$ cat src/hw/rtl/rsie_ram.sv
// Generic simple dual-port RAM: one write port, one registered read port.
// No dependencies.
module rsie_ram #(
    parameter int WIDTH = 64,
    parameter int DEPTH = 32,
    localparam int AW   = $clog2(DEPTH)
) (
    input  logic             aclk,
    input  logic             we,
    input  logic [AW-1:0]    waddr,
    input  logic [WIDTH-1:0] wdata,
    input  logic             re,
    input  logic [AW-1:0]    raddr,
    output logic [WIDTH-1:0] rdata
);

    logic [WIDTH-1:0] mem [DEPTH];

    always_ff @(posedge aclk) begin
        if (we) begin
            mem[waddr] <= wdata;
        end
        if (re) begin
            rdata <= mem[raddr];
        end
    end

endmodule

$ cat config.mk
export PLATFORM = sky130hd
export DESIGN_NAME = rsie_ram
export DESIGN_NICKNAME = d
export VERILOG_FILES = /design/src/hw/rtl/rsie_ram.sv
export SDC_FILE = /design/constraint.sdc
export NUM_CORES = 2
export LEC_CHECK = 0
export BUFFER_PORTS_ARGS = -buffer_cell sky130_fd_sc_hd__buf_2
export CAP_MARGIN = 5
export CORE_ASPECT_RATIO = 0.7
export CORE_MARGIN = 1.5
export CORE_UTILIZATION = 60
export CTS_CLUSTER_DIAMETER = 120
export DETAILED_ROUTE_END_ITERATION = 12
export HOLD_SLACK_MARGIN = 0.06
export PLACE_DENSITY = 0.74
export SYNTH_ARGS = -nofsm -noshare
export SYNTH_HDL_FRONTEND = slang
export SYNTH_SLANG_ARGS = --single-unit
$ cat constraint.sdc
create_clock -name aclk -period 12.35 [get_ports aclk]
set_input_delay 2.47 -clock aclk [delete_from_list [all_inputs] [get_ports aclk]]
set_output_delay 2.47 -clock aclk [all_outputs]
set_load 0.02 [all_outputs]
; ---- Word level (Yosys, flattened, before mapping)
; Memories as Yosys holds them, arrays and structs flattened. A register that Yosys moved wholly into a read port is not among the register bits.
; Index checks and enable logic that the tools add are counted.
[classes]
muxes = 2
[ops]
columns = operator, count
row1 = 2-to-1 mux 1 bit, 2
[word_totals]
reg_bits = 0
mem_bits_rw = 2048
output_inout_bits = 64
n_memories = 1
[mem_list]
columns = memory, depth, word_bits, rd, rd_clocked_by_memory_dff, wr, line_no
row1 = mem, 32, 64, 1, 1, 1, 17  ; logic [WIDTH-1:0] mem [DEPTH];

; ---- Logic depth before layout (Yosys ltp)
[logic_depth]
ltp_word = 2
depth_mapped = 9

; ---- Least setup slack after synthesis
; No wires, ideal clock.
[synth_timing]
path_type = input port to flip-flop
start = in waddr[1]
end = mem mem[12][0], enable pin
t_arrival_ps = 5806
t_required_ps = 11864
slack_ps = 6058
stages = 3
path_buffers = 1
path_cell_list = or3b_2 > clkbuf_1 > nor2_1
[synth_lines]
columns = element, line_no
row1 = start: declaration, 10  ; input logic [AW-1:0] waddr,
row2 = end: declaration, 17
; No word-level cell before the write port.

==> results.ini <==
[timing]
worst_slack_ps=6670
slew_violations=0
final-hold-violation-count=0
setup_viol=0
fin_setup_tns_ps=0
tightest_slew_ps=1300
max-slew-margin-rel_pct=13.4
grt_setup_unrepaired=false
finClkSkew_ps=25.9
period_needed_ps=5680
fin_crit_sh_pct=46.0
max_freq_mhz=176

[floorplanning]
dieArea_sq_mm=0.135
start_util_pct=60.7
fp.dieH_microns=308
row_count=111
die_w_microns=438
num_io_pins=141
core_area_sq_mm=0.131

[synth]
async_flop_share_pct=0
synth_top_cell_area_share_pct=79.7
syn_inst=3097
synth_top_cell_by_area=edfxtp_1
synth-main-ff-cell=edfxtp_1
synthTopCellsByCount=edfxtp_1, mux4_2, mux2_2
synth_cell_types=30
synth_nets=3174
synth_edf_count=2112
yosys-top-cells-area=edfxtp_1, mux4_2, mux2_2
yosys_warnings=0
synth_area_sq_mm=0.0796
syn_avg_cell_area_sq_um=25.7
ys_ff_latch=2112
yosysSeqAreaShare_pct=79.7
synth.most_common_cell=edfxtp_1

[finish]
fin_util_pct=67.4
area_growth_pct=11.2
nNetsFinal=3419
layout-drive-gt1-share_pct=33.7
final_area_sq_mm=0.0885

[grt]
use_met2_pct=47.0
grt-ovfl-total=0
met1_usage_pct=40.8
grt_pass1_wl_microns=269000
grt_usage_pct=28.9
busiest_layer=met2
grt_util_met3_pct=5.24
grt_max_degree=121
grt_pass1_vias=36600
grt_antenna_before_repair=17

[cts]
post_cts_resize_count=0
cts_tree=done
clk_latency_ps=810
cts.path.max_buffers=3
cts_buffers=182
cts_root_buf=clkbuf_16
clk_pin_slew_worst_paths_ps=70
cts_hold_buffers=0
h-tree-depth=4
cts_sinks=2112
cts_setup_buffers=0

[setup_path]
r2r_slack_ps=10370
slowest_delay_ps=900
worstPathMaxFanout=101
worst_setup_path_start_kind=input pin
cp_cell_sequence=buf_8 -> buf_12 -> buf_4 -> mux4_2 -> mux4_2 -> mux2_2
crit_required_ps=12900
worstPathArrival_ps=6230
crit_type=in -> reg
endpoint_kind=flip-flop
regToRegStartpoint=mem[12][15]
crit_top_cell=mux4_2
reg2reg_to=rdata[15]
slowest_stage=buf_4
worstRegToRegCells=3

[power]
ir_worst_vdd_mv=0.138
leakagePower_nw=27.4
pwr-share-seq_pct=55.9
pwr-share-comb_pct=4.7
p_int_mw=11.4
p_sw_mw=2.94
switching_share_pct=20.4
power_per_cell_area_mw_per_mm2=162
clockPowerShare_pct=39.4

[route]
firstDrtPassIters=5
vias=36000
via_per_inst=6.87
drtIter0Drc=5260
wl_per_cell_microns=36.5
drc=0
wl_microns=192000
antenna_left=0

[placement]
place_area_sq_mm=0.0827
hpwl_microns=87200
portBuffers=140
pre_cts_slack_ps=5760
routabilityCongestion=0.737

[flow_run]
maxCapViolations=0

[worst_hold_path]
hp-class=reg -> reg
min_from=mem[20][36]
hold_path_end=rdata[36]
hold_depth=4

[outcome]
status=completed

[worst max-delay path by stage]
stage | startpoint | cells past startpoint | to
4_1_cts | raddr[0] | 6 | rdata[10]
5_1_grt | raddr[0] | 6 | rdata[10]
3_3_place_gp | raddr[0] | 6 | rdata[11]
6_report | raddr[0] | 6 | rdata[10]
3_5_place_dp | raddr[0] | 6 | rdata[10]
2_1_floorplan | waddr[1] | 3 | mem[12][0]
[critical path, delay by kind of cell]
family / cells / cell delay, ps
buffers and inverters: 3 / 2050
muxes: 3 / 1410
[state kept, by name, summed over array words and instances, names as in the netlist]
register and flops:
mem 2048, rdata 64
[routing by layer]
layer  share of wire (%)  vias to the layer above  wire, microns
li1                    -                    14100              -
met4                 3.0                       10           5790
met5               0.032                        -             62
met3                  10                      370          19800
met1                  37                    19300          70400
met2                  50                     2284          95600
[cells in the final DEF (no fill, tap or decap), types with 3 or more instances in the layout]
cell type   synthesis  final
edfxtp_1         2112   2112
mux4_2            602    602
clkbuf_16           0    187
buf_2              65    134
mux2_2             74     74
buf_4              14     74
clkinv_1            0     42
clkbuf_1           55     40
mux2i_1            38     38
nor2_4              0     32
bufinv_16           0     18
clkinv_2            0     18
a221oi_1           12     12
diode_2             0     11
o22ai_1            10     10
nor2_1             41      9
o21ai_0             9      9
inv_6               0      9
clkinvlp_4          0      8
nand3b_1            5      5
nor2b_1             4      4
clkinv_4            0      4
buf_12              0      4
nand2_1             3      3
o2bb2ai_1           3      3
o221ai_1            3      3
and2_1              3      3
a211oi_1            3      3
a22oi_1             3      3
o211ai_1            3      3
o31a_1              3      3
buf_8               0      3
[power groups by stage]
| stage | Clock (mW) | Sequential, mW | Combinational [mW] |
|---|---|---|---|
| finish | 5.66 | 8.03 | 0.680 |
| global route | 5.98 | 8.04 | 0.719 |
| CTS | 5.71 | 8.04 | 0.684 |
| detailed placement | 0 | 8.19 | 0.678 |
| global placement | 0 | 8.18 | 0.654 |
| floorplan | 0 | 8.20 | 0.400 |
[area by class of cell]
cell class / count / area (sq um)
antenna: 11 / 27.5
clock buffer: 227 / 4830
clock inverter: 101 / 995
fill: 7752 / 42700
inverter: 1 / 3.75
multi-input combinational: 828 / 15700
sequential: 2112 / 63400
tap: 1751 / 2190
timing repair buffer: 217 / 1370
[logic make-up after synthesis]
family	after synthesis	synth area share, %
mux	714	18.6
flops	2112	79.7
buf+inv	157	0.937
simple gates	64	0.376
compound gates	50	0.462
[per-stage QoR]
stage / total power, mW / hold slack [ps] / instances
4_1_cts: 14.4 / 905 / 5237
6_report: 14.4 / 896 / 5248
3_3_place_gp: 8.84 / 878 / 4909
3_5_place_dp: 8.87 / 885 / 4909
5_1_grt: 14.7 / 986 / 5241
2_1_floorplan: 8.60 / 798 / 3097
(Power assumes the default switching activity.)
