## src/hw/rtl/rsie_pkg.sv

```systemverilog
// Shared types and constants of the RV64I subset execute block.
// No dependencies; used by every module but rsie_ram through scoped names.
package rsie_pkg;

    localparam int XLEN       = 64;
    localparam int ILEN       = 32;
    localparam int PC_W       = 32;
    localparam int REG_COUNT  = 32;
    localparam int REG_AW     = 5;
    localparam int INSTR_STEP = 4;

    // data memory: word indexed, depth is a power of two
    localparam int DMEM_AW    = 10;
    localparam int DMEM_WORDS = 1 << DMEM_AW;
    localparam int MIDX_W     = 10;

    // result queue
    localparam int OUTQ_AW    = 2;
    localparam int OUTQ_DEPTH = 1 << OUTQ_AW;

    // instruction field positions
    localparam int RD_LSB  = 7;
    localparam int F3_LSB  = 12;
    localparam int RS1_LSB = 15;
    localparam int RS2_LSB = 20;
    localparam int F7_LSB  = 25;

    typedef enum logic [6:0] {
        OP_LOAD   = 7'd3,
        OP_IMM    = 7'd19,
        OP_STORE  = 7'd35,
        OP_REG    = 7'd51,
        OP_BRANCH = 7'd99
    } opcode_t;

    localparam logic [2:0] F3_ADD   = 3'd0;
    localparam logic [2:0] F3_SLL   = 3'd1;
    localparam logic [2:0] F3_DWORD = 3'd3;
    localparam logic [2:0] F3_XOR   = 3'd4;
    localparam logic [2:0] F3_SRL   = 3'd5;
    localparam logic [2:0] F3_OR    = 3'd6;
    localparam logic [2:0] F3_AND   = 3'd7;

    localparam logic [2:0] F3_BEQ = 3'd0;
    localparam logic [2:0] F3_BNE = 3'd1;
    localparam logic [2:0] F3_BLT = 3'd4;
    localparam logic [2:0] F3_BGE = 3'd5;

    localparam logic [6:0] F7_BASE = 7'd0;
    localparam logic [6:0] F7_SUB  = 7'd32;

    typedef enum logic [1:0] {
        MEM_NONE  = 2'd0,
        MEM_LOAD  = 2'd1,
        MEM_STORE = 2'd2
    } mem_access_t;

    // decoded and executed instruction, before the load data is known
    typedef struct packed {
        logic [PC_W-1:0]    next_pc;
        logic               wr_en;
        logic [REG_AW-1:0]  rd;
        logic [XLEN-1:0]    value;
        mem_access_t        access;
        logic [DMEM_AW-1:0] addr;
        logic [XLEN-1:0]    store_data;
        logic               unsupported;
    } exec_result_t;

    // result transaction, last field in the low bits
    typedef struct packed {
        logic               unsupported;
        logic [MIDX_W-1:0]  memory_index;
        mem_access_t        memory_access;
        logic [XLEN-1:0]    written_value;
        logic [REG_AW-1:0]  dest_register;
        logic               reg_written;
        logic [PC_W-1:0]    next_pc;
    } result_t;

    localparam int RESULT_W   = $bits(result_t);
    localparam int M_TDATA_W  = ((RESULT_W + 7) / 8) * 8;
    localparam int S_TDATA_W  = ILEN;

endpackage

```

## src/hw/rtl/rsie_outq.sv

```systemverilog
// Result queue between the writeback stage and the master stream port.
// Depends on rsie_pkg.
module rsie_outq (
    input  logic                        aclk,
    input  logic                        aresetn,
    input  logic                        push_valid,
    input  rsie_pkg::result_t           push_data,
    input  logic                        pop_ready,
    output logic                        pop_valid,
    output rsie_pkg::result_t           pop_data,
    output logic [rsie_pkg::OUTQ_AW:0]  level
);

    rsie_pkg::result_t               slot_reg [rsie_pkg::OUTQ_DEPTH];
    logic [rsie_pkg::OUTQ_AW-1:0]    wr_ptr_reg, wr_ptr_next;
    logic [rsie_pkg::OUTQ_AW-1:0]    rd_ptr_reg, rd_ptr_next;
    logic [rsie_pkg::OUTQ_AW:0]      count_reg, count_next;
    logic                            pop;

    assign pop_valid = (count_reg != '0);
    assign pop_data  = slot_reg[rd_ptr_reg];
    assign level     = count_reg;
    assign pop       = pop_valid && pop_ready;

    always_comb begin
        wr_ptr_next = wr_ptr_reg + (push_valid ? 1'b1 : 1'b0);
        rd_ptr_next = rd_ptr_reg + (pop ? 1'b1 : 1'b0);
        count_next  = count_reg;
        if (push_valid && !pop) begin
            count_next = count_reg + 1'b1;
        end else if (!push_valid && pop) begin
            count_next = count_reg - 1'b1;
        end
    end

    always_ff @(posedge aclk) begin
        if (!aresetn) begin
            wr_ptr_reg <= '0;
            rd_ptr_reg <= '0;
            count_reg  <= '0;
        end else begin
            wr_ptr_reg <= wr_ptr_next;
            rd_ptr_reg <= rd_ptr_next;
            count_reg  <= count_next;
        end
    end

    always_ff @(posedge aclk) begin
        if (push_valid) begin
            slot_reg[wr_ptr_reg] <= push_data;
        end
    end

endmodule

```

## config.mk

```make
export PLATFORM = sky130hd
export DESIGN_NAME = rsie_outq
export DESIGN_NICKNAME = d
export VERILOG_FILES = /design/src/hw/rtl/rsie_pkg.sv /design/src/hw/rtl/rsie_outq.sv
export SDC_FILE = /design/constraint.sdc
export NUM_CORES = 1
export LEC_CHECK = 0
export ABC_AREA = 1
export ABC_CLOCK_PERIOD_IN_PS = 12100
export CELL_PAD_IN_SITES_DETAIL_PLACEMENT = 0
export CELL_PAD_IN_SITES_GLOBAL_PLACEMENT = 2
export CORE_MARGIN = 3
export CORE_UTILIZATION = 35
export CTS_CLUSTER_DIAMETER = 150
export DETAILED_ROUTE_END_ITERATION = 10
export DONT_BUFFER_PORTS = 1
export PLACE_DENSITY = 0.61
export SYNTH_ARGS = -nofsm -noshare
export SYNTH_HDL_FRONTEND = slang
export SYNTH_SLANG_ARGS = --single-unit
```

## constraint.sdc

```tcl
create_clock -name aclk -period 12.1 [get_ports aclk]
set_input_delay 0.605 -clock aclk [delete_from_list [all_inputs] [get_ports aclk]]
set_output_delay 0.605 -clock aclk [all_outputs]
set_load 0.01 [all_outputs]
```

# After elaboration in Yosys (flattened, before gate mapping)

Memories as Yosys holds them, arrays and structs flattened. A register that Yosys moved wholly into a read port is not among the register bits.
Index checks and enable logic that the tools add are counted.

Flip-flop bits (word level): 7
Output and inout bits: 119
Logic and storage cells: 22
Input port bits: 119
Memory bits (writable): 460
Memories: 1

Add/sub/neg operators: 4
Multiplexer cells: 7
Reduce and logical (&&, ||, !) cells: 7

Memories:

| name     | depth | bits a word | read ports | clocked after Yosys merged registers in | write ports | RTL line        | source |
|---|---|---|---|---|---|---|---|
| slot_reg | 4     | 115         | 1          | 1                                       | 1           | rsie_outq.sv:14 | `rsie_pkg::result_t slot_reg [rsie_pkg::OUTQ_DEPTH];` |

Operator list:

| kind                                                               | count |
|---|---|
| 3-bit 2-to-1 mux                                                   | 2 |
| 2-bit by 1-bit adder with 2-bit output                             | 2 |
| 1-bit 2-to-1 mux                                                   | 4 |
| 3-bit by 1-bit adder with 3-bit output, second input constant      | 1 |
| 1-bit logical AND                                                  | 3 |
| 3-bit nonzero test                                                 | 1 |
| 3-bit by 1-bit subtractor with 3-bit output, second input constant | 1 |
| 1-bit logical NOT                                                  | 2 |
| 2-bit 2-to-1 mux                                                   | 1 |
| 2-bit nonzero test                                                 | 1 |

# Logic depth before layout (Yosys ltp)

Gate-level depths: netlist (run 1).

Depth after elaboration: 5
Gate-level depth with buffers: 12
Depth with buffers taken out: 12

# Worst setup path before layout (run 1)

No wires, ideal clock.

Path type: in2reg
Start: in push_valid
End: mem slot_reg[0][0] in the netlist's numbering (enable)
Required time: 11.369 ns
Setup time: 0.731 ns
Path slack: 2.948 ns
Stages: 2
Buffers on the path: 0
Data arrival time: 8.421 ns
Cells stage by stage: inv_1 > nor3_1

Word-level cells in the longest chain between the ends: 2

Ends and longest elaborated chain:

| item                                   | RTL line        | source |
|---|---|---|
| start: declaration                     | rsie_outq.sv:6  | `input logic push_valid,` |
| 1-bit 2-to-1 mux                       | rsie_outq.sv:49 | `if (push_valid) begin` |
| 1-bit 2-to-1 mux (implied by the code) | rsie_outq.sv:50 | `slot_reg[wr_ptr_reg] <= push_data;` |
| end: declaration                       | rsie_outq.sv:14 |  |

No other way between the ends.

==> results of run 1 <==
==> worst max path at each step <==
stage	startpoint	endpoint	slack [ps]	cells after the start
after detailed placement	rd_ptr_reg[0]	pop_data[91]	8720	4
final	rd_ptr_reg[0]	pop_data[91]	8130	4
after floorplan	push_valid	slot_reg[0][0]	2950	2
after CTS	rd_ptr_reg[0]	pop_data[91]	8070	4
after global placement	rd_ptr_reg[0]	pop_data[88]	8740	4
after global routing	rd_ptr_reg[0]	pop_data[93]	7880	4
==> layout by cell type, fill, tap and decap left out, types with 3 or more instances in the layout <==
cell type / count
sky130_fd_sc_hd__bufinv_16: 8
sky130_fd_sc_hd__o21ai_0: 147
sky130_fd_sc_hd__edfxtp_1: 460
sky130_fd_sc_hd__nor3_2: 4
sky130_fd_sc_hd__buf_4: 9
sky130_fd_sc_hd__nand2_1: 11
sky130_fd_sc_hd__clkinv_2: 6
sky130_fd_sc_hd__o21ai_1: 45
sky130_fd_sc_hd__nor2_1: 235
sky130_fd_sc_hd__clkbuf_1: 15
sky130_fd_sc_hd__clkinv_1: 9
sky130_fd_sc_hd__o22ai_1: 115
sky130_fd_sc_hd__clkbuf_16: 50
sky130_fd_sc_hd__ha_1: 3
sky130_fd_sc_hd__inv_1: 13
sky130_fd_sc_hd__o21ai_2: 40
sky130_fd_sc_hd__dfxtp_1: 5
==> where the power goes <==
| part | internal, uW | switching, uW | leakage (uW) | total, uW |
|---|---|---|---|---|
| clock network | 945 | 601 | 0.000815 | 1550 |
| logic | 167 | 537 | 0.00121 | 703 |
| registers | 1860 | 50.8 | 0.00428 | 1910 |
| total | 2970 | 1190 | 0.00631 | 4160 |
==> metal layers <==
metal / vias up / share of wire
met5: - / 0
met1: 4601 / 0.41
met2: 214 / 0.48
li1: 4381 / -
met4: 0 / 0.022
met3: 62 / 0.083
==> critical path, cell delays in order, from the launching register on <==
cell and delay, ps:
sky130_fd_sc_hd__dfxtp_4 520, sky130_fd_sc_hd__inv_8 780, sky130_fd_sc_hd__buf_4 780, sky130_fd_sc_hd__nor2_1 80, sky130_fd_sc_hd__o22ai_1 470
==> through the flow <==
stage | hold WS [ps] | setup slack [ps] | util | total power (uW)
final | 109 | 8130 | 0.400 | 4160
after global routing | 61.7 | 7880 | 0.400 | 4380
after CTS | 57.4 | 8070 | 0.400 | 4240
after detailed placement | 538 | 8720 | 0.366 | 2680
after global placement | 530 | 8740 | 0.366 | 2670
after floorplan | 488 | 2950 | - | 2520
==> cell families after synthesis <==
logic type,after synthesis
compound gates,349
fa+ha+maj,4
simple gates,253
buf+inv,90
flops,467
==> final cells by class <==
class	instances	area [um^2]
repair buffers	11	108
well taps	664	831
multi-input cells	606	3080
clock inverters	27	345
flip-flops and latches	467	14000
inverters	15	66.3
clock buffers	67	1340
fillers	4606	29500
==> Flow_metrics.wiki, run 1 <==
{| class="wikitable"
! Metric !! Value
|-
| Resize count post-CTS || 0
|-
| Global-route wire length before repair || 60.0 mm
|-
| Final ANT Viol Nets || 0
|-
| Width of the chip || 230 um
|-
| Total global-route track usage || 0.148
|-
| Library cell with the highest instance count after synthesis || sky130_fd_sc_hd__edfxtp_1
|-
| Leakage power || roughly 0.0063 uW
|-
| Cell types occupying the most area after synthesis || sky130_fd_sc_hd__edfxtp_1, sky130_fd_sc_hd__nor2_1, sky130_fd_sc_hd__o21ai_0
|-
| Met1 usage || 0.179
|-
| Clock insertion delay at the later pin of the skew report || 580 ps
|-
| Clock Sink Count || 467
|-
| Hold-critical path endpoint || slot_reg[3][17]
|-
| Area share of fa/ha/maj cells after synthesis || 0.00328
|-
| Category of the critical setup timing path || reg -> out
|-
| Portion of synthesized cell area occupied by the leading cell type || 0.787
|-
| HPWL after DPL || a little over 20 mm
|-
| Async set or reset register ratio after synthesis || 0
|-
| Share of synthesized area spent on multiplexers || 0
|-
| Layout Cell Area excl Fill || 19700 um^2
|-
| Post-route DRC violation count || 0
|-
| Core box area || between 40000 and 50000 um^2
|-
| H-tree level count || 2
|-
| Non-filler instance count after layout || 1857
|-
| Worst Path Arrival || 3360 ps
|-
| Total setup buffers inserted after CTS || 0
|-
| Number of buffers added by the clock tree synthesis step || 50
|-
| Total detailed-routing wirelength || 39.9 mm
|-
| Result of the run || complete, no violations
|-
| Number of synthesized register bits || 467
|-
| Summed negative setup slack over all endpoints || 0 ps
|-
| Y dimension of the die || 230 um
|-
| Effective utilization at floorplan || 0.356
|-
| Summed instance area of the synthesized netlist || 17500 um^2
|-
| Clock tree from TritonCTS || yes
|-
| Area fraction in compound gates after synthesis || 0.116
|-
| Initial antenna violation count || 0
|-
| Worst Path Required || 11490 ps
|-
| Synthesized-area fraction occupied by and/or/nand/nor cells || 0.0547
|-
| Highest net fanout along the worst path || about 170
|-
| Hold crit path type || in -> reg
|-
| GRT met2 Usage || 0.246
|-
| Largest area contributor in the synthesized netlist || sky130_fd_sc_hd__edfxtp_1
|-
| Internal reg-to-reg setup slack || 9280 ps
|-
| Post-DR vias/cell || 4.99
|-
| Reg2Reg Capture Point || slot_reg[2][108]
|-
| Share of synthesized area occupied by flip-flops and latches || 0.795
|-
| Mean instance size in the synthesized netlist || 15.1 um^2
|-
| Nets || between 1000 and 1500
|-
| Final period util || 0.328
|-
| Number of hold-repair buffers added at the cts stage || 0
|-
| Relative max-transition margin || 0.250
|-
| Count of flip-flops with a built-in enable after synthesis || 460
|-
| Least-Margin Pin Slew || 1130 ps
|-
| Warnings, synthesis || 0
|-
| Row count || 81
|-
| Synthesized netlist net count || roughly 1300
|-
| CP Capture Type || primary output
|-
| Cell area power density || ~210 nW/um^2
|-
| Number of DRC markers in iteration 0 || 556
|-
| Cell Area, Placed || roughly 18000 um^2
|-
| Final Hold Violating Endpoints || 0
|-
| Gate count after technology mapping || roughly 1200
|-
| Total of buffers placed on input and output ports || 0
|-
| Post-placement cell count || between 1500 and 2000
|-
| Origin of the worst min-delay path || push_data[17]
|-
| Synthesis-to-layout area growth || 12.4%
|-
| Kind of start point of the critical path || register
|-
| Area share of xor/xnor cells in the synthesized design || 0
|-
| Distinct cell type count after synthesis || 21
|-
| Most common library cells after synthesis || sky130_fd_sc_hd__edfxtp_1, sky130_fd_sc_hd__nor2_1, sky130_fd_sc_hd__o21ai_0, sky130_fd_sc_hd__o22ai_1, sky130_fd_sc_hd__o21ai_1
|-
| Clock period minus worst slack || 3970 ps
|-
| Worst Hold Depth || 0
|-
| Max FFs per register || 460
|-
| Setup repair after global routing missed its margin || no
|-
| Highest clock frequency the design can meet || 252 MHz
|-
| Clk Tree Root Cell || sky130_fd_sc_hd__clkbuf_16
|-
| Die Outline Area || 52900 um^2
|-
| Number of global-route vias before repair || roughly 9300
|-
| Final slew viol count || 0
|-
| Antenna diode count || 0
|-
| Clock slew seen by the registers of the worst setup and hold paths || approximately 60 ps
|-
| IR Drop Worst-Case VDD || 119 uV
|-
| Total I/O pin count || roughly 240
|-
| MaxCap Viol Count || 0
|-
| Beginning of the worst register-to-register path || wr_ptr_reg[1]
|-
| Number of vias after detailed routing || around 9000
|-
| Share of final-layout standard cells stronger than drive strength 1 || 0.108
|-
| Global-route track usage on met3 || 0.0587
|-
| Pre-antenna DRT Iters || 4
|-
| Pin count of the biggest net entering global routing || 170
|-
| Final setup violation count || 0
|-
| GRT overflow || 0
|-
| Logic depth of the worst register-to-register path || 4
|-
| Clock tree skew after final layout || 23.6 ps
|-
| Highest-utilization routing layer at the global route stage || met2
|-
| Maximum buffer depth of the clock tree || 3
|-
| Average wire length per cell after detail routing || 21.5 um
|-
| Most used DFF post-synth || sky130_fd_sc_hd__edfxtp_1
|-
| Placer's final routability congestion estimate || 0.679
|-
| Largest family of logic cells by synthesized area || compound AO/OA/AOI/OAI gates
|}
Power figures use the tool's default switching activity.
==> run 2: changes to the inputs <==
- ABC_CLOCK_PERIOD_IN_PS: 12100 -> 4100
- clock period: 12.1 -> 4.1 ns (I/O delays scaled with it)
==> run 2 against run 1 <==
  * Flip-flop and latch count did not move
  * Register-to-register slack worse by 7400 ps
  * Critical endpoint is now pop_data[85]
  * Non-clock buffer count increased by 128
  * Worst setup slack worse by 7000 ps
  * Critical path type unchanged
  * Utilization increased by 2.4 points
  * Count of clock-buffer cells in the layout down 1
  * Routed wire length up 1.0%
  * Clock skew decreased by 8.0 ps
  * Largest cell class unchanged
  * Highest routed layer is now met5
  * Combinational power increased to 3.3 times the previous value
  * Critical path depth is 1 lower
==> Flow_metrics.wiki, run 2 (synthesis results as in run 1) <==
{| class="wikitable"
! Metric !! Value
|-
| Placer's final routability congestion estimate || 0.714
|-
| Number of vias after detailed routing || roughly 9800
|-
| Post-route DRC violation count || 0
|-
| Number of DRC markers in iteration 0 || 454
|-
| Number of global-route vias before repair || 9597
|-
| Least-Margin Pin Slew || 984 ps
|-
| Total global-route track usage || 0.150
|-
| Global-route wire length before repair || 61.2 mm
|-
| Highest net fanout along the worst path || 73
|-
| Width of the chip || 230 um
|-
| Least setup slack across all paths after layout || 1140 ps
|-
| Maximum buffer depth of the clock tree || 3
|-
| Initial antenna violation count || 5
|-
| Post-placement cell count || 1772
|-
| Cell Int Power || about 8500 uW
|-
| Total Power || 12000 uW
|-
| Clk Tree Root Cell || sky130_fd_sc_hd__clkbuf_16
|-
| Pin count of the biggest net entering global routing || 111
|-
| Clock insertion delay at the later pin of the skew report || about 570 ps
|-
| Die Outline Area || ~53000 um^2
|-
| Nets || 1402
|-
| Combinational Power Share || 0.192
|-
| Internal reg-to-reg setup slack || approximately 1900 ps
|-
| Final period util || 0.723
|-
| Highest-count cells in the layout ignoring fill and taps || sky130_fd_sc_hd__edfxtp_1, sky130_fd_sc_hd__nor2_1, sky130_fd_sc_hd__o21ai_0
|-
| Resize count post-CTS || 0
|-
| Share of final-layout standard cells stronger than drive strength 1 || 0.104
|-
| HPWL after DPL || 21.8 mm
|-
| Hold crit path type || in -> reg
|-
| Clock period minus worst slack || 2960 ps
|-
| Core box area || approximately 50000 um^2
|-
| Fraction of power spent switching nets || 0.296
|-
| MaxCap Viol Count || 0
|-
| Switching power summed over all nets || 3560 uW
|-
| Share of total power in sequential cells || 0.467
|-
| Clock tree from TritonCTS || yes
|-
| Final setup violation count || 0
|-
| Leakage power || 0.00682 uW
|-
| Worst slack at placement || around 1700 ps
|-
| Leading cell type in the layout, fill and taps excluded || sky130_fd_sc_hd__edfxtp_1
|-
| Pre-antenna DRT Iters || 4
|-
| GRT overflow || 0
|-
| CP Capture Type || primary output
|-
| Cell area power density || 576 nW/um^2
|-
| Worst Hold Depth || 2
|-
| Non-filler instance count after layout || 1986
|-
| Highest clock frequency the design can meet || 338 MHz
|-
| Post-DR vias/cell || between 4 and 5
|-
| Worst Path Required || 3890 ps
|-
| Launch point of the critical path || rd_ptr_reg[0]
|-
| Beginning of the worst register-to-register path || wr_ptr_reg[0]
|-
| Y dimension of the die || around 230 um
|-
| Relative max-transition margin || 0.344
|-
| H-tree level count || 2
|-
| Synthesis-to-layout area growth || 19.1%
|-
| Final ANT Viol Nets || 0
|-
| Min Hold Slack || 273 ps
|-
| Kind of start point of the critical path || register
|-
| Clock tree skew after final layout || 15.7 ps
|-
| Fraction of power consumed by the clock network || 0.342
|-
| Effective utilization at floorplan || 0.356
|-
| IR Drop Worst-Case VDD || 354 uV
|-
| Clock slew seen by the registers of the worst setup and hold paths || 60 ps
|-
| Max FFs per register || 460
|-
| Worst Path Arrival || 2760 ps
|-
| Origin of the worst min-delay path || push_valid
|-
| Row count || 81
|-
| Hold-critical path endpoint || slot_reg[1][43]
|-
| Setup repair after global routing missed its margin || no
|-
| Final slew viol count || 0
|-
| Result of the run || complete, no violations
|-
| Total I/O pin count || 238
|-
| Number of buffers added by the clock tree synthesis step || 50
|-
| Total detailed-routing wirelength || 40.3 mm
|-
| Total of buffers placed on input and output ports || 0
|-
| Final Hold Violating Endpoints || 0
|-
| Category of the critical setup timing path || reg -> out
|-
| Logic depth of the worst register-to-register path || 3
|-
| Total setup buffers inserted after CTS || 0
|-
| Reg2Reg Capture Point || slot_reg[1][70]
|-
| Average wire length per cell after detail routing || 20.3 um
|-
| Clock Sink Count || 467
|}
[run 2: cell types whose count changed in the layout (fill, tap and decap cells not counted), sizes merged]
cell	delta
dlygate4sd3	+119
buf	+9
bufinv	-8
clkinv	+7
diode	+4
clkbuf	-1
inv	-1
[run 2: power groups by stage]
| stage | Sequential, uW | Clock [uW] | Combinational, uW |
|---|---|---|---|
| finish | 5610 | 4110 | 2310 |
| global route | 5640 | 4460 | 2570 |
| CTS | 5620 | 4270 | 2390 |
| detailed placement | 5720 | 0 | 2240 |
| global placement | 5720 | 0 | 2230 |
| floorplan | 5670 | 0 | 1760 |
[run 2: stage by stage]
stage                util  setup TNS, ps  cell area, um^2
global route        0.424              0            20900
detailed placement  0.369              0            18200
finish              0.424              0            20900
floorplan               -        -612310            17600
global placement    0.369              0            18200
CTS                 0.424              0            20900
[run 2: what timing repair did]
item                       CTS  global route
setup endpoints to repair    0             0
hold buffers               119             0
hold endpoints to repair   467             0
[run 2: how the worst max path moves through the flow]
stage	end	slack (ps)	cells after the start
after CTS	pop_data[85]	1060	3
after global routing	pop_data[85]	880	3
final	pop_data[85]	1140	3
after global placement	pop_data[85]	1710	3
after floorplan	slot_reg[3][0]	-1380	2
after detailed placement	pop_data[85]	1710	3
[run 2: metal layers]
metal / vias up / share of wire / global-route usage
met5: - / 0.00017 / 0
met4: 2 / 0.021 / 0.0462
met3: 62 / 0.065 / 0.0434
met2: 226 / 0.49 / 0.250
met1: 4847 / 0.43 / 0.190
li1: 4643 / - / -
[run 2: critical path, cell delays in order (launching register included)]
cell                      delay [ps]
sky130_fd_sc_hd__dfxtp_4         750
sky130_fd_sc_hd__buf_4           700
sky130_fd_sc_hd__o21ai_0         190
sky130_fd_sc_hd__o22ai_1         460
[run 2: final cells by class]
class	count	area (um^2)
antenna	4	10.0
clock buffer	66	1400
clock inverter	25	118
fill	4505	28400
inverter	15	66.3
multi-input combinational	606	3100
sequential	467	14000
tap	664	831
timing repair buffer	139	1420
==> run 3: changes to the inputs <==
- ABC_AREA: 1 -> 0
- ABC_CLOCK_PERIOD_IN_PS: 4100 -> 3000
- PLACE_DENSITY: 0.61 -> 0.56
- clock period: 4.1 -> 3 ns (I/O delays scaled with it)
==> run 3 against run 2 <==
  * Combinational power increased by 29%
  * Routed wire length decreased by 16%
  * Sequential power increased by 37%
  * Die area decreased by 3.5%
  * Global-route usage decreased by 1.8 points
  * Count of clock-buffer cells in the layout decreased by 10
  * Synthesized cell count decreased by 45%
  * Largest cell class unchanged
  * Largest power group unchanged
==> Flow_metrics.wiki, run 3 <==
{| class="wikitable"
! Metric !! Value
|-
| Result of the run || complete, no violations
|-
| Least setup slack across all paths after layout || 622 ps
|-
| Placer's final routability congestion estimate || 0.726
|-
| Fraction of power consumed by the clock network || 0.363
|-
| Share of total power in sequential cells || 0.459
|-
| Most used DFF post-synth || sky130_fd_sc_hd__edfxtp_1
|-
| Post-DR vias/cell || 4.97
|-
| Worst Path Arrival || 2230 ps
|-
| Core box area || 47100 um^2
|-
| Synthesized netlist net count || 758
|-
| Leading cell type in the layout, fill and taps excluded || sky130_fd_sc_hd__edfxtp_1
|-
| Category of the critical setup timing path || reg -> out
|-
| H-tree level count || 2
|-
| Layout Cell Area excl Fill || 20700 um^2
|-
| Number of vias after detailed routing || between 7000 and 8000
|-
| Total global-route track usage || 0.132
|-
| Worst Path Required || 2850 ps
|-
| Max FFs per register || 460
|-
| Kind of start point of the critical path || register
|-
| Hold crit path type || in -> reg
|-
| Number of buffers added by the clock tree synthesis step || 50
|-
| Effective utilization at floorplan || 0.359
|-
| Cell area power density || 812 nW/um^2
|-
| Total setup buffers inserted after CTS || 0
|-
| GRT overflow || 0
|-
| Clock period minus worst slack || 2380 ps
|-
| Slowest-stage cell, CP || sky130_fd_sc_hd__dfxtp_4
|-
| Total detailed-routing wirelength || 33.7 mm
|-
| Pin count of the biggest net entering global routing || 78
|-
| Most common library cells after synthesis || sky130_fd_sc_hd__edfxtp_1, sky130_fd_sc_hd__mux4_2, sky130_fd_sc_hd__buf_2
|-
| Number of hold-repair buffers added at the cts stage || 119
|-
| Nets || ~900
|-
| Clk Tree Root Cell || sky130_fd_sc_hd__clkbuf_16
|-
| Setup repair after global routing missed its margin || no
|-
| Final period util || 0.793
|-
| Clock tree from TritonCTS || yes
|-
| Width of the chip || ~230 um
|-
| Clock slew seen by the registers of the worst setup and hold paths || 60 ps
|-
| Number of fill cells || 3918
|-
| Largest area contributor in the synthesized netlist || sky130_fd_sc_hd__edfxtp_1
|-
| Cell Int Power || around 13000 uW
|-
| Cell Area, Placed || 17800 um^2
|-
| Share of final-layout standard cells stronger than drive strength 1 || 0.257
|-
| Total I/O pin count || 238
|-
| Clock tree skew after final layout || 16.1 ps
|-
| Final ANT Viol Nets || 0
|-
| Highest-count cells in the layout ignoring fill and taps || sky130_fd_sc_hd__edfxtp_1, sky130_fd_sc_hd__dlygate4sd3_1, sky130_fd_sc_hd__mux4_2
|-
| HPWL after DPL || 19.4 mm
|-
| Cell chain of the critical path || buf_12 -> mux4_2
|-
| Portion of synthesized cell area occupied by the leading cell type || 0.817
|-
| Relative max-transition margin || 0.487
|-
| Clock insertion delay at the later pin of the skew report || 580 ps
|-
| Worst Hold Depth || 3
|-
| Gate count after technology mapping || approximately 640
|-
| Number of global-route vias before repair || 7967
|-
| Number of synthesized register bits || 467
|-
| Least-Margin Pin Slew || between 700 and 800 ps
|-
| Mean instance size in the synthesized netlist || approximately 27 um^2
|-
| Y dimension of the die || 226 um
|-
| Switching power summed over all nets || 4240 uW
|-
| Total of buffers placed on input and output ports || 0
|-
| Warnings, synthesis || 0
|-
| Highest clock frequency the design can meet || approximately 420 MHz
|-
| Count of flip-flops with a built-in enable after synthesis || 460
|-
| Initial antenna violation count || 6
|-
| Global-route wire length before repair || 50.1 mm
|-
| Pre-antenna DRT Iters || 4
|-
| Logic depth of the worst register-to-register path || 8
|-
| Combinational Power Share || 0.178
|-
| Post-route DRC violation count || 0
|-
| Row count || just under 80
|-
| Cell types occupying the most area after synthesis || sky130_fd_sc_hd__edfxtp_1, sky130_fd_sc_hd__mux4_2, sky130_fd_sc_hd__dfxtp_1
|-
| Maximum buffer depth of the clock tree || 3
|-
| Final slew viol count || 0
|-
| Die Outline Area || 51000 um^2
|-
| Final Hold Violating Endpoints || 0
|-
| IR Drop Worst-Case VDD || 526 uV
|-
| Average wire length per cell after detail routing || between 20 and 25 um
|-
| Clock Sink Count || 467
|-
| MaxCap Viol Count || 0
|-
| Highest net fanout along the worst path || 29
|-
| Number of DRC markers in iteration 0 || between 300 and 400
|-
| Share of synthesized area occupied by flip-flops and latches || 0.825
|-
| Final setup violation count || 0
|-
| Async set or reset register ratio after synthesis || 0
|-
| Distinct cell type count after synthesis || 22
|-
| Critical path's largest stage delay || 680 ps
|-
| Library cell with the highest instance count after synthesis || sky130_fd_sc_hd__edfxtp_1
|-
| Fraction of power spent switching nets || 0.252
|-
| Worst slack at placement || 684 ps
|-
| Summed instance area of the synthesized netlist || 16900 um^2
|-
| Leakage power || approximately 0.0064 uW
|-
| Resize count post-CTS || 0
|-
| Synthesis-to-layout area growth || 22.3%
|-
| CP Capture Type || primary output
|}
## run 3: per-stage QoR
step           std cells  power [uW]  utilization  setup TNS [ps]  hold slack [ps]
2_1_floorplan        635       10000            -          -83540              249
3_3_place_gp        1232       10700        0.378               0              249
3_5_place_dp        1232       10700        0.378               0              249
4_1_cts             1444       17100        0.438               0              128
5_1_grt             1446       17600        0.439               0              160
6_report            1448       16800        0.439               0              162
## run 3: worst paths after layout
kind | from | to | slack [ps]
setup / recovery | rd_ptr_reg[0] | pop_data[19] | 620
hold / removal | push_valid | slot_reg[2][90] | 160
setup reg to reg | level[0] | level[2] | 670
hold reg to reg | level[2] | level[2] | 580
## run 3: area by class of cell
type / instances / area, um^2 / share of cell area
flip-flops and latches: 467 / 14000 / 0.675
inverters: 2 / 7.51 / 0.000363
clock inverters: 37 / 370 / 0.0179
multi-input cells: 140 / 2820 / 0.136
clock buffers: 56 / 1290 / 0.0626
well taps: 607 / 759 / 0.0367
diodes: 4 / 10.0 / 0.000484
repair buffers: 135 / 1460 / 0.0707
## run 3: power by group through the flow
stage / clock, uW / combinational [uW] / sequential [uW]
detailed placement: 0 / 2890 / 7860
floorplan: 0 / 2320 / 7730
finish: 6100 / 2990 / 7700
global route: 6620 / 3220 / 7740
CTS: 6320 / 3100 / 7720
global placement: 0 / 2880 / 7840
## run 3: cells by family after synthesis
kind of cell / synth area share
flops: 0.825
fa+ha+maj: 0.00340
simple gates: 0.00496
compound gates: 0.000740
buf+inv: 0.0102
xor+xnor: 0.00207
mux: 0.154
## run 3: worst max-delay path, delay by kind of cell, from the launching register on
family / cells / cell delay [ps]
buffers and inverters: 1 / 320
muxes: 1 / 610
DFF: 1 / 680
## run 3: per-layer routing
metal | share of wire | vias to the layer above | track usage
met2 | 0.50 | 208 | 0.224
li1 | - | 3103 | -
met3 | 0.088 | 68 | 0.0515
met1 | 0.38 | 3817 | 0.155
met5 | 0.00080 | - | 0
met4 | 0.027 | 4 | 0.0457
